<file path="config.mk">
export PLATFORM = sky130hd
export DESIGN_NAME = overlapped_frame_windower
export DESIGN_NICKNAME = d
export VERILOG_FILES = /design/src/ofw_pkg.sv /design/src/overlapped_frame_windower.sv /design/src/ofw_ram.sv /design/src/ofw_ctrl.sv /design/src/ofw_dp.sv
export SDC_FILE = /design/constraint.sdc
export NUM_CORES = 2
export LEC_CHECK = 0
export BUFFER_PORTS_ARGS = -buffer_cell sky130_fd_sc_hd__buf_2
export CORE_MARGIN = 2
export CORE_UTILIZATION = 30
export DETAILED_ROUTE_END_ITERATION = 6
export PLACE_DENSITY = 0.48
export SKIP_CTS_REPAIR_TIMING = 1
export SYNTH_ARGS = -nofsm -noshare
export SYNTH_HDL_FRONTEND = slang
export SYNTH_SLANG_ARGS = --single-unit
export TNS_END_PERCENT = 20
</file>
<file path="constraint.sdc">
create_clock -name clock -period 10.7 [get_ports clock]
set_clock_uncertainty 0.15 [all_clocks]
set_input_delay 0 -clock clock [delete_from_list [all_inputs] [get_ports clock]]
set_output_delay 0 -clock clock [all_outputs]
set_load 0.02 [all_outputs]
</file>
<file path="src/ofw_pkg.sv">
// ofw_pkg: shared types, register indexes and constants of the overlapped frame windower
// no dependencies; used by ofw_ctrl, ofw_dp and overlapped_frame_windower
`default_nettype none

package ofw_pkg;

   // fixed field widths
   localparam int POS_W      = 6;
   localparam int LEN_W      = 7;
   localparam int HOP_W      = 10;
   localparam int CSR_IDX_W  = 2;
   localparam int CSR_DATA_W = 10;

   // configuration register indexes
   localparam logic [CSR_IDX_W-1:0] CSR_FRAME_LEN = 2'd0;
   localparam logic [CSR_IDX_W-1:0] CSR_HOP       = 2'd1;
   localparam logic [CSR_IDX_W-1:0] CSR_WIN_EN    = 2'd2;

   // request kinds
   localparam logic REQ_SAMPLE = 1'b0;
   localparam logic REQ_LOAD   = 1'b1;

   // reset values of the registers
   localparam logic [LEN_W-1:0] FRAME_LEN_RST = 7'd64;
   localparam logic [HOP_W-1:0] HOP_RST       = 10'd32;
   localparam logic             WIN_EN_RST    = 1'b1;

   // output queue
   localparam int FIFO_DEPTH = 4;
   localparam int FIFO_PTR_W = 2;
   localparam int FIFO_CNT_W = 3;

   // controller to datapath commands
   typedef struct packed {
      logic             ring_we;
      logic             table_we;
      logic [POS_W-1:0] wr_addr;
      logic             rd_en;
      logic [POS_W-1:0] ring_raddr;
      logic [POS_W-1:0] pos;
      logic             last;
      logic             win_en;
   } cmd_type;

   // effective frame length: zero acts as one, above the maximum acts as the maximum
   function automatic logic [LEN_W-1:0] eff_len(input logic [LEN_W-1:0] v,
                                                input logic [LEN_W-1:0] maxv);
      logic [LEN_W-1:0] r;
      r = v;
      if (v == '0) begin
         r = 7'd1;
      end else if (v > maxv) begin
         r = maxv;
      end
      return r;
   endfunction

endpackage

`default_nettype wire

</file>
<file path="src/overlapped_frame_windower.sv">
// overlapped_frame_windower: top level, splits framing into controller and datapath
// depends on ofw_pkg, ofw_ctrl, ofw_dp (and ofw_ram through ofw_dp)
`default_nettype none

// channel   direction  handshake              payload
// req       in         req_valid / req_ready  req_type, req_sample_in, req_coef_index,
//                                             req_coef_value
// rsp       out        rsp_valid / rsp_ready  rsp_frame_value, rsp_frame_pos, rsp_frame_last
// csr       in         csr_we                 csr_index, csr_wdata
//
// a load or a sample that completes no frame leaves the block ready for the next request
// a frame-completing sample holds off requests while the sequencer walks the single read
// port of sample ring and window table, one element a cycle while the queue has room
// elements pass through the ram read registers and the product register into the queue
// rsp stalls back up through a four entry output queue and pause the frame reads
// reset is synchronous; ring and window table are not cleared and need no clearing pass

module overlapped_frame_windower #(
   parameter int MAX_FRAME   = 64,
   parameter int SAMPLE_BITS = 16,
   parameter int COEF_BITS   = 16
) (
   input  wire logic                             clock,
   input  wire logic                             reset,

   // configuration writes
   input  wire logic                             csr_we,
   input  wire logic [ofw_pkg::CSR_IDX_W-1:0]    csr_index,
   input  wire logic [ofw_pkg::CSR_DATA_W-1:0]   csr_wdata,

   // sample and coefficient load transactions
   input  wire logic                             req_valid,
   output logic                                  req_ready,
   input  wire logic                             req_type,
   input  wire logic signed [SAMPLE_BITS-1:0]    req_sample_in,
   input  wire logic        [ofw_pkg::POS_W-1:0] req_coef_index,
   input  wire logic        [COEF_BITS-1:0]      req_coef_value,

   // frame element transactions
   output logic                                  rsp_valid,
   input  wire logic                             rsp_ready,
   output logic signed [SAMPLE_BITS-1:0]         rsp_frame_value,
   output logic        [ofw_pkg::POS_W-1:0]      rsp_frame_pos,
   output logic                                  rsp_frame_last
);

   // command bundle from sequencer to datapath, and the queue credit back
   ofw_pkg::cmd_type cmd;
   logic             credit_ok;

   // controller: registers, write pointer, samples-due counter, frame read sequencer
   ofw_ctrl #(
      .MAX_FRAME (MAX_FRAME)
   ) u_ctrl (
      .clock          (clock),
      .reset          (reset),
      .csr_we         (csr_we),
      .csr_index      (csr_index),
      .csr_wdata      (csr_wdata),
      .req_valid      (req_valid),
      .req_ready      (req_ready),
      .req_type       (req_type),
      .req_coef_index (req_coef_index),
      .credit_ok      (credit_ok),
      .cmd            (cmd)
   );

   // datapath: ring and table rams, multiply, round and saturate, output queue
   ofw_dp #(
      .MAX_FRAME   (MAX_FRAME),
      .SAMPLE_BITS (SAMPLE_BITS),
      .COEF_BITS   (COEF_BITS)
   ) u_dp (
      .clock           (clock),
      .reset           (reset),
      .cmd             (cmd),
      .credit_ok       (credit_ok),
      .req_sample_in   (req_sample_in),
      .req_coef_value  (req_coef_value),
      .rsp_valid       (rsp_valid),
      .rsp_ready       (rsp_ready),
      .rsp_frame_value (rsp_frame_value),
      .rsp_frame_pos   (rsp_frame_pos),
      .rsp_frame_last  (rsp_frame_last)
   );

endmodule

`default_nettype wire

</file>
<file path="src/ofw_ram.sv">
// ofw_ram: generic single write port, single read port ram with registered read
// no dependencies
`default_nettype none

module ofw_ram #(
   parameter int WIDTH = 16,
   parameter int DEPTH = 64
) (
   input  wire logic                     clock,
   input  wire logic                     we,
   input  wire logic [$clog2(DEPTH)-1:0] waddr,
   input  wire logic [WIDTH-1:0]         wdata,
   input  wire logic                     re,
   input  wire logic [$clog2(DEPTH)-1:0] raddr,
   output logic      [WIDTH-1:0]         rdata
);

   logic [WIDTH-1:0] mem_ff [DEPTH];
   logic [WIDTH-1:0] rdata_ff;

   always_ff @(posedge clock) begin
      if (we) begin
         mem_ff[waddr] <= wdata;
      end
      if (re) begin
         rdata_ff <= mem_ff[raddr];
      end
   end

   assign rdata = rdata_ff;

endmodule

`default_nettype wire

</file>
<file path="src/ofw_ctrl.sv">
// ofw_ctrl: configuration registers, framing counters and frame read sequencer
// depends on ofw_pkg
`default_nettype none

module ofw_ctrl #(
   parameter int MAX_FRAME = 64
) (
   input  wire logic                             clock,
   input  wire logic                             reset,
   input  wire logic                             csr_we,
   input  wire logic [ofw_pkg::CSR_IDX_W-1:0]    csr_index,
   input  wire logic [ofw_pkg::CSR_DATA_W-1:0]   csr_wdata,
   input  wire logic                             req_valid,
   output logic                                  req_ready,
   input  wire logic                             req_type,
   input  wire logic [ofw_pkg::POS_W-1:0]        req_coef_index,
   input  wire logic                             credit_ok,
   output ofw_pkg::cmd_type                      cmd
);

   localparam int AW = $clog2(MAX_FRAME);
   localparam logic [ofw_pkg::LEN_W-1:0] MAX_LEN = ofw_pkg::LEN_W'(MAX_FRAME);
   localparam logic [AW-1:0] LAST_SLOT = AW'(MAX_FRAME - 1);

   typedef enum logic [1:0] {
      ST_IDLE = 2'b01,
      ST_EMIT = 2'b10
   } state_type;

   state_type                         state_ff, state_in;
   logic [ofw_pkg::LEN_W-1:0]         frame_len_ff, frame_len_in;
   logic [ofw_pkg::HOP_W-1:0]         hop_ff, hop_in;
   logic                              win_ff, win_in;
   logic [AW-1:0]                     wp_ff, wp_in;
   logic [ofw_pkg::HOP_W-1:0]         due_ff, due_in;
   logic [AW-1:0]                     rd_ptr_ff, rd_ptr_in;
   logic [ofw_pkg::POS_W-1:0]         pos_ff, pos_in;

   logic [ofw_pkg::LEN_W-1:0]         len_eff;
   logic [ofw_pkg::HOP_W-1:0]         hop_eff;
   logic [AW-1:0]                     wp_nxt;
   logic [AW-1:0]                     rd_ptr_nxt;
   logic [ofw_pkg::LEN_W-1:0]         diff;
   logic [ofw_pkg::LEN_W-1:0]         start;
   logic                              elem_last;

   assign len_eff    = ofw_pkg::eff_len(frame_len_ff, MAX_LEN);
   assign hop_eff    = (hop_ff == '0) ? ofw_pkg::HOP_W'(1) : hop_ff;
   assign wp_nxt     = (wp_ff == LAST_SLOT) ? '0 : wp_ff + 1'b1;
   assign rd_ptr_nxt = (rd_ptr_ff == LAST_SLOT) ? '0 : rd_ptr_ff + 1'b1;
   // oldest slot of the frame that ends with the sample now being written
   assign diff       = ofw_pkg::LEN_W'(wp_nxt) + MAX_LEN - len_eff;
   assign start      = (diff >= MAX_LEN) ? diff - MAX_LEN : diff;
   assign elem_last  = (ofw_pkg::LEN_W'(pos_ff) + 7'd1) == len_eff;

   assign req_ready = (state_ff == ST_IDLE);

   always_comb begin
      state_in     = state_ff;
      frame_len_in = frame_len_ff;
      hop_in       = hop_ff;
      win_in       = win_ff;
      wp_in        = wp_ff;
      due_in       = due_ff;
      rd_ptr_in    = rd_ptr_ff;
      pos_in       = pos_ff;
      cmd          = '0;
      cmd.win_en   = win_ff;

      unique case (state_ff)
         ST_IDLE: begin
            if (req_valid) begin
               if (req_type == ofw_pkg::REQ_LOAD) begin
                  cmd.table_we = ofw_pkg::LEN_W'(req_coef_index) < MAX_LEN;
                  cmd.wr_addr  = req_coef_index;
               end else begin
                  cmd.ring_we = 1'b1;
                  cmd.wr_addr = ofw_pkg::POS_W'(wp_ff);
                  wp_in       = wp_nxt;
                  if (due_ff > ofw_pkg::HOP_W'(1)) begin
                     due_in = due_ff - 1'b1;
                  end else begin
                     due_in    = hop_eff;
                     rd_ptr_in = start[AW-1:0];
                     pos_in    = '0;
                     state_in  = ST_EMIT;
                  end
               end
            end
         end
         ST_EMIT: begin
            if (credit_ok) begin
               cmd.rd_en      = 1'b1;
               cmd.ring_raddr = ofw_pkg::POS_W'(rd_ptr_ff);
               cmd.pos        = pos_ff;
               cmd.last       = elem_last;
               rd_ptr_in      = rd_ptr_nxt;
               pos_in         = pos_ff + 1'b1;
               if (elem_last) begin
                  state_in = ST_IDLE;
               end
            end
         end
         default: begin
            state_in = ST_IDLE;
         end
      endcase

      if (csr_we) begin
         unique case (csr_index)
            ofw_pkg::CSR_FRAME_LEN: begin
               frame_len_in = csr_wdata[ofw_pkg::LEN_W-1:0];
               due_in = ofw_pkg::HOP_W'(ofw_pkg::eff_len(csr_wdata[ofw_pkg::LEN_W-1:0],
                                                         MAX_LEN));
            end
            ofw_pkg::CSR_HOP: begin
               hop_in = csr_wdata;
            end
            ofw_pkg::CSR_WIN_EN: begin
               win_in = csr_wdata[0];
            end
            default: begin
            end
         endcase
      end
   end

   always_ff @(posedge clock) begin
      if (reset) begin
         state_ff     <= ST_IDLE;
         frame_len_ff <= ofw_pkg::FRAME_LEN_RST;
         hop_ff       <= ofw_pkg::HOP_RST;
         win_ff       <= ofw_pkg::WIN_EN_RST;
         wp_ff        <= '0;
         due_ff       <= ofw_pkg::HOP_W'(ofw_pkg::eff_len(ofw_pkg::FRAME_LEN_RST, MAX_LEN));
         rd_ptr_ff    <= '0;
         pos_ff       <= '0;
      end else begin
         state_ff     <= state_in;
         frame_len_ff <= frame_len_in;
         hop_ff       <= hop_in;
         win_ff       <= win_in;
         wp_ff        <= wp_in;
         due_ff       <= due_in;
         rd_ptr_ff    <= rd_ptr_in;
         pos_ff       <= pos_in;
      end
   end

`ifndef SYNTHESIS
   a_pos_in_frame: assert property (@(posedge clock) disable iff (reset)
      (state_ff == ST_EMIT) |-> (ofw_pkg::LEN_W'(pos_ff) < len_eff))
      else $error("frame position beyond frame length");

   a_frame_starts: assert property (@(posedge clock) disable iff (reset)
      (req_valid && req_ready && req_type == ofw_pkg::REQ_SAMPLE
       && due_ff == ofw_pkg::HOP_W'(1)) |=> (state_ff == ST_EMIT && pos_ff == '0))
      else $error("completing sample did not start a frame");
`endif

endmodule

`default_nettype wire

</file>
<file path="src/ofw_dp.sv">
// ofw_dp: sample ring, window table, weighting pipeline and output queue
// depends on ofw_pkg and ofw_ram
`default_nettype none

module ofw_dp #(
   parameter int MAX_FRAME   = 64,
   parameter int SAMPLE_BITS = 16,
   parameter int COEF_BITS   = 16
) (
   input  wire logic                             clock,
   input  wire logic                             reset,
   input  wire ofw_pkg::cmd_type                 cmd,
   output logic                                  credit_ok,
   input  wire logic signed [SAMPLE_BITS-1:0]    req_sample_in,
   input  wire logic        [COEF_BITS-1:0]      req_coef_value,
   output logic                                  rsp_valid,
   input  wire logic                             rsp_ready,
   output logic signed [SAMPLE_BITS-1:0]         rsp_frame_value,
   output logic        [ofw_pkg::POS_W-1:0]      rsp_frame_pos,
   output logic                                  rsp_frame_last
);

   localparam int AW = $clog2(MAX_FRAME);
   localparam int PW = SAMPLE_BITS + COEF_BITS + 1;
   localparam int QW = SAMPLE_BITS + 2;

   logic        [SAMPLE_BITS-1:0]   ring_rdata;
   logic        [COEF_BITS-1:0]     table_rdata;
   logic signed [SAMPLE_BITS-1:0]   samp_s1;
   logic signed [COEF_BITS:0]       coef_s1;

   logic                            s1_v_ff, s1_v_in;
   logic [ofw_pkg::POS_W-1:0]       s1_pos_ff;
   logic                            s1_last_ff;
   logic                            s1_win_ff;

   logic                            s2_v_ff, s2_v_in;
   logic [ofw_pkg::POS_W-1:0]       s2_pos_ff;
   logic                            s2_last_ff;
   logic signed [PW-1:0]            prod_ff, prod_in;

   logic signed [PW:0]              rsum;
   logic signed [QW-1:0]            q;
   logic signed [SAMPLE_BITS-1:0]   sat;

   logic signed [SAMPLE_BITS-1:0]   q_value_ff [ofw_pkg::FIFO_DEPTH];
   logic [ofw_pkg::POS_W-1:0]       q_pos_ff   [ofw_pkg::FIFO_DEPTH];
   logic                            q_last_ff  [ofw_pkg::FIFO_DEPTH];
   logic [ofw_pkg::FIFO_PTR_W-1:0]  wr_ptr_ff, wr_ptr_in;
   logic [ofw_pkg::FIFO_PTR_W-1:0]  rd_ptr_ff, rd_ptr_in;
   logic [ofw_pkg::FIFO_CNT_W-1:0]  cnt_ff, cnt_in;
   logic [ofw_pkg::FIFO_CNT_W-1:0]  occupancy;
   logic                            push, pop;

   ofw_ram #(
      .WIDTH (SAMPLE_BITS),
      .DEPTH (MAX_FRAME)
   ) u_ring (
      .clock (clock),
      .we    (cmd.ring_we),
      .waddr (cmd.wr_addr[AW-1:0]),
      .wdata (req_sample_in),
      .re    (cmd.rd_en),
      .raddr (cmd.ring_raddr[AW-1:0]),
      .rdata (ring_rdata)
   );

   ofw_ram #(
      .WIDTH (COEF_BITS),
      .DEPTH (MAX_FRAME)
   ) u_table (
      .clock (clock),
      .we    (cmd.table_we),
      .waddr (cmd.wr_addr[AW-1:0]),
      .wdata (req_coef_value),
      .re    (cmd.rd_en),
      .raddr (cmd.pos[AW-1:0]),
      .rdata (table_rdata)
   );

   assign samp_s1 = ring_rdata;
   assign coef_s1 = {1'b0, table_rdata};

   // unweighted samples go through as sample * 2^COEF_BITS, which rounds back exactly
   always_comb begin
      if (s1_win_ff) begin
         prod_in = samp_s1 * coef_s1;
      end else begin
         prod_in = PW'(samp_s1) <<< COEF_BITS;
      end
   end

   // round half up, floor shift, saturate
   assign rsum = {prod_ff[PW-1], prod_ff}
               + {{(PW+1-COEF_BITS){1'b0}}, 1'b1, {(COEF_BITS-1){1'b0}}};
   assign q    = rsum[PW:COEF_BITS];

   always_comb begin
      if (q[QW-1:SAMPLE_BITS-1] == '0 || q[QW-1:SAMPLE_BITS-1] == '1) begin
         sat = q[SAMPLE_BITS-1:0];
      end else if (q[QW-1]) begin
         sat = {1'b1, {(SAMPLE_BITS-1){1'b0}}};
      end else begin
         sat = {1'b0, {(SAMPLE_BITS-1){1'b1}}};
      end
   end

   assign push      = s2_v_ff;
   assign pop       = rsp_valid && rsp_ready;
   assign s1_v_in   = cmd.rd_en;
   assign s2_v_in   = s1_v_ff;
   assign wr_ptr_in = push ? wr_ptr_ff + 1'b1 : wr_ptr_ff;
   assign rd_ptr_in = pop ? rd_ptr_ff + 1'b1 : rd_ptr_ff;
   assign cnt_in    = cnt_ff + ofw_pkg::FIFO_CNT_W'(push) - ofw_pkg::FIFO_CNT_W'(pop);

   // every element in flight has a queue slot reserved for it
   assign occupancy = ofw_pkg::FIFO_CNT_W'(s1_v_ff) + ofw_pkg::FIFO_CNT_W'(s2_v_ff) + cnt_ff;
   assign credit_ok = occupancy < ofw_pkg::FIFO_CNT_W'(ofw_pkg::FIFO_DEPTH);

   assign rsp_valid       = (cnt_ff != '0);
   assign rsp_frame_value = q_value_ff[rd_ptr_ff];
   assign rsp_frame_pos   = q_pos_ff[rd_ptr_ff];
   assign rsp_frame_last  = q_last_ff[rd_ptr_ff];

   always_ff @(posedge clock) begin
      if (reset) begin
         s1_v_ff   <= 1'b0;
         s2_v_ff   <= 1'b0;
         wr_ptr_ff <= '0;
         rd_ptr_ff <= '0;
         cnt_ff    <= '0;
      end else begin
         s1_v_ff   <= s1_v_in;
         s2_v_ff   <= s2_v_in;
         wr_ptr_ff <= wr_ptr_in;
         rd_ptr_ff <= rd_ptr_in;
         cnt_ff    <= cnt_in;
      end
   end

   always_ff @(posedge clock) begin
      s1_pos_ff  <= cmd.pos;
      s1_last_ff <= cmd.last;
      s1_win_ff  <= cmd.win_en;
      s2_pos_ff  <= s1_pos_ff;
      s2_last_ff <= s1_last_ff;
      prod_ff    <= prod_in;
      if (push) begin
         q_value_ff[wr_ptr_ff] <= sat;
         q_pos_ff[wr_ptr_ff]   <= s2_pos_ff;
         q_last_ff[wr_ptr_ff]  <= s2_last_ff;
      end
   end

`ifndef SYNTHESIS
   a_no_overflow: assert property (@(posedge clock) disable iff (reset)
      !(push && !pop && cnt_ff == ofw_pkg::FIFO_CNT_W'(ofw_pkg::FIFO_DEPTH)))
      else $error("output queue overflow");

   a_occupancy: assert property (@(posedge clock) disable iff (reset)
      occupancy <= ofw_pkg::FIFO_CNT_W'(ofw_pkg::FIFO_DEPTH))
      else $error("more elements in flight than queue slots");

   a_read_has_credit: assert property (@(posedge clock) disable iff (reset)
      cmd.rd_en |-> credit_ok)
      else $error("frame read issued without a free queue slot");
`endif

endmodule

`default_nettype wire

</file>
==> impl_metrics.json <==
{
  "asyncSetResetFlopFracSynth_pct": 0,
  "drt_pre_antenna_iters": 6,
  "globalRouteOverflowTotal": 0,
  "status": "finished, violations left",
  "routed-via-count": 59761,
  "synthesis.area_sq_um": 97500,
  "number_of_global_route_vias_before_repair": 58581,
  "layout_commonest_cell": "sky130_fd_sc_hd__edfxtp_1",
  "violations": "hold timing",
  "timing.critical_path.fanout_max": 17,
  "rsz_0062_raised_after_global_routing": "false",
  "synthToLayoutAreaGrowth_pct": 15.0,
  "grt_pass1_wl_mm": 422,
  "path_class_of_the_lowest_slack_min_delay_path": "input pin to flip-flop",
  "synth_area_per_cell_sq_um": 13.9,
  "detail-route-antenna-nets": 0,
  "highest_count_cells_in_the_layout_ignoring_fill_and_taps": "sky130_fd_sc_hd__edfxtp_1 (2172), sky130_fd_sc_hd__nand2_1 (956), sky130_fd_sc_hd__nor2_1 (419)",
  "power.leakage_nw": 37.0,
  "powerDensity_nw_per_um2": 166,
  "chipWidth_um": 574,
  "synth.lib_cells_used.distinct": 82,
  "finalInstanceArea_sq_um": 112000,
  "finalWeightedCongestion": 0.846,
  "drive_above_1_share_pct": 10.5,
  "clock_tree_root": "sky130_fd_sc_hd__clkbuf_16",
  "clock_insertion_delay_worst_skew_ps": 940,
  "cts-root-to-sink-buffers": 4,
  "cts_tree": "done",
  "route.detailed.wl_per_inst_um": 25.1,
  "num_io_pins": 81,
  "final.hold.worst_slack_ps": -11.3,
  "critPathArrivalTime_ps": 7660,
  "wl_mm": 295,
  "layout_worst_path_cycle_share_pct": 65.6,
  "core_area_sq_um": 324000,
  "h-tree-depth": 4,
  "yosysWarnings": 0,
  "setup_violations": 0,
  "synth.net_count": 7397,
  "ys_dominant_reg_cell": "sky130_fd_sc_hd__edfxtp_1",
  "fin_nets": 7629,
  "grt_max_degree": 110,
  "detailed_place_hpwl_mm": 175,
  "max-vdd-ir-drop_v": 0.000184,
  "clk_pin_slew_ps": 70,
  "grt_util_all_layers_pct": 17.3,
  "clock.fmax_ghz": 0.142,
  "netlist_instances": 7008,
  "slew_headroom_pct": 18.6,
  "ys_ff_latch": 2264,
  "maxCapViolations": 0,
  "initial_core_util_pct": 30.1,
  "floorplan.die.height_um": 574,
  "number_of_enable_flip_flop_cells_after_synthesis": 2172,
  "endpoint_kind": "flip-flop",
  "drc_errors": 0,
  "worst_slew_pin_slew_ps": 1210,
  "worstSetupPathType": "flip-flop to flip-flop",
  "die_area_sq_um": 329000,
  "antenna_found_initial": 19,
  "min_delay_path_depth": 4,
  "place_area_sq_um": 104000,
  "clock-sinks": 2264,
  "timing.critical_path.from_type": "flip-flop",
  "cts_buffers": 241,
  "final_max_slew_viol_count": 0,
  "timing.setup.tns_ps": 0,
  "drt-initial-drc-count": 5679,
  "buffer_ports.inserted": 80,
  "cp_data_required_time_ps": 11340,
  "final.min_clock_period_ps": 7020,
  "final-hold-violation-count": 2,
  "detail_route.vias_per_cell": 5.08,
  "reg2regPathDepth": 20,
  "rows": 209,
  "synth.yosys.seq_area_share_pct": 68.8
}
==> Yosys cell counts (96+ instances only) <==
library cell / number / area share, %
sky130_fd_sc_hd__and2_1: 129 / 0.83
sky130_fd_sc_hd__o21ai_0: 236 / 1.2
sky130_fd_sc_hd__nor2b_1: 96 / 0.62
sky130_fd_sc_hd__nor2_1: 440 / 1.7
sky130_fd_sc_hd__a31oi_1: 115 / 0.74
sky130_fd_sc_hd__clkbuf_1: 279 / 1.1
sky130_fd_sc_hd__o22ai_1: 137 / 0.88
sky130_fd_sc_hd__ha_1: 138 / 1.8
sky130_fd_sc_hd__inv_1: 276 / 1.1
sky130_fd_sc_hd__mux2i_1: 258 / 2.6
sky130_fd_sc_hd__edfxtp_1: 2172 / 67
sky130_fd_sc_hd__fa_1: 195 / 4.0
sky130_fd_sc_hd__nand2_1: 960 / 3.7
sky130_fd_sc_hd__a21oi_1: 224 / 1.2
sky130_fd_sc_hd__nand3_1: 231 / 1.2
==> registers in the layout, indices dropped and copies added, names as in the netlist, 2 cells and up, named ones only <==
name                 cells
u_dp.u_ring.mem_ff    1024
u_dp.u_table.mem_ff   1024
u_dp.q_value_ff         64
u_dp.q_pos_ff           24
u_dp.prod_ff            18
u_dp.u_ring.rdata       16
u_dp.u_table.rdata      16
u_ctrl.due_ff           10
u_ctrl.hop_ff           10
u_ctrl.frame_len_ff      7
u_ctrl.pos_ff            6
u_ctrl.rd_ptr_ff         6
u_ctrl.wp_ff             6
u_dp.s1_pos_ff           6
u_dp.s2_pos_ff           6
u_dp.q_last_ff           4
u_dp.cnt_ff              3
u_ctrl.state_ff          2
u_dp.rd_ptr_ff           2
u_dp.wr_ptr_ff           2
==> layout make-up <==
| class | instances | area, sq um |
|---|---|---|
| Clock buffer | 301 | 6320 |
| Timing Repair Buffer | 414 | 3170 |
| Clock inverter | 129 | 1230 |
| Multi-Input combinational cell | 4037 | 27800 |
| Tap cell | 4325 | 5410 |
| Antenna cell | 10 | 25.0 |
| Inverter | 282 | 1070 |
| Fill cell | 31529 | 212000 |
| Sequential cell | 2264 | 67100 |
==> cell families (layout without fill, tap and decap cells) <==
group           Yosys count  count (layout)  synth area share [%]
compound gates         1273            1273                  8.87
xor+xnor                 52              52                 0.483
fa+ha+maj               333             333                  5.78
buf+inv                 707            1126                  2.89
flops                  2264            2264                  68.8
mux                     327             327                  3.91
other cells               0              10                     0
simple gates           2052            2052                  9.27
==> worst max-delay path, stage by stage (launching register included) <==
cell	delay, ps
sky130_fd_sc_hd__edfxtp_1	900
sky130_fd_sc_hd__nand2_1	180
sky130_fd_sc_hd__fa_1	580
sky130_fd_sc_hd__inv_1	50
sky130_fd_sc_hd__fa_1	490
sky130_fd_sc_hd__fa_1	580
sky130_fd_sc_hd__fa_1	440
sky130_fd_sc_hd__fa_1	490
sky130_fd_sc_hd__inv_1	50
sky130_fd_sc_hd__fa_1	480
sky130_fd_sc_hd__inv_1	40
sky130_fd_sc_hd__ha_1	370
sky130_fd_sc_hd__and3_1	230
sky130_fd_sc_hd__o2111ai_1	150
sky130_fd_sc_hd__a2111oi_0	440
sky130_fd_sc_hd__buf_4	210
sky130_fd_sc_hd__a21oi_1	60
sky130_fd_sc_hd__o21ai_0	450
sky130_fd_sc_hd__a311oi_1	190
sky130_fd_sc_hd__xnor2_1	160
sky130_fd_sc_hd__mux2_2	260
==> through the flow <==
stage / setup WS [ps] / std cells / utilization (%) / hold slack (ps) / total power (W)
after floorplan: 4460 / 7008 / - / -60.3 / 0.0102
after global placement: 3790 / 11233 / 32.0 / 93.9 / 0.0106
after detailed placement: 3700 / 11233 / 32.0 / 114 / 0.0106
after CTS: 3710 / 11663 / 34.3 / -870 / 0.0188
after global routing: 3360 / 11755 / 34.6 / -0.548 / 0.0191
final: 3680 / 11762 / 34.6 / -11.3 / 0.0186
==> worst paths after layout <==
kind	startpoint	end	slack, ps
max	u_dp.u_ring.rdata[7]$_DFFE_PP_	u_dp.prod_ff[30]$_DFF_P_	3680
min	req_coef_index[3]	u_dp.u_ring.mem_ff[21][14]$_DFFE_PP_	-10
max reg2reg	u_dp.u_ring.rdata[7]$_DFFE_PP_	u_dp.prod_ff[30]$_DFF_P_	3680
min reg2reg	u_dp.s1_last_ff$_SDFF_PN0_	u_dp.s2_last_ff$_DFF_P_	180
==> layer usage <==
layer  GRT usage, %  routed length, um  up-vias  share of wire [%]
li1               -                  -    26739                  -
met1           23.2             127000    30837                 43
met2           28.9             142000     1749                 48
met3           2.13              15300      430                5.2
met4           5.86              10200        6                3.5
met5              0                 42        -              0.014
==> where the power goes <==
part / switching [W] / internal [W] / total, W
clock: 0.00351 / 0.00467 / 0.00817
combinational: 0.000447 / 0.000194 / 0.000641
sequential: 0.0000543 / 0.00974 / 0.00979
Note: power is estimated with default switching activity, not from simulation.
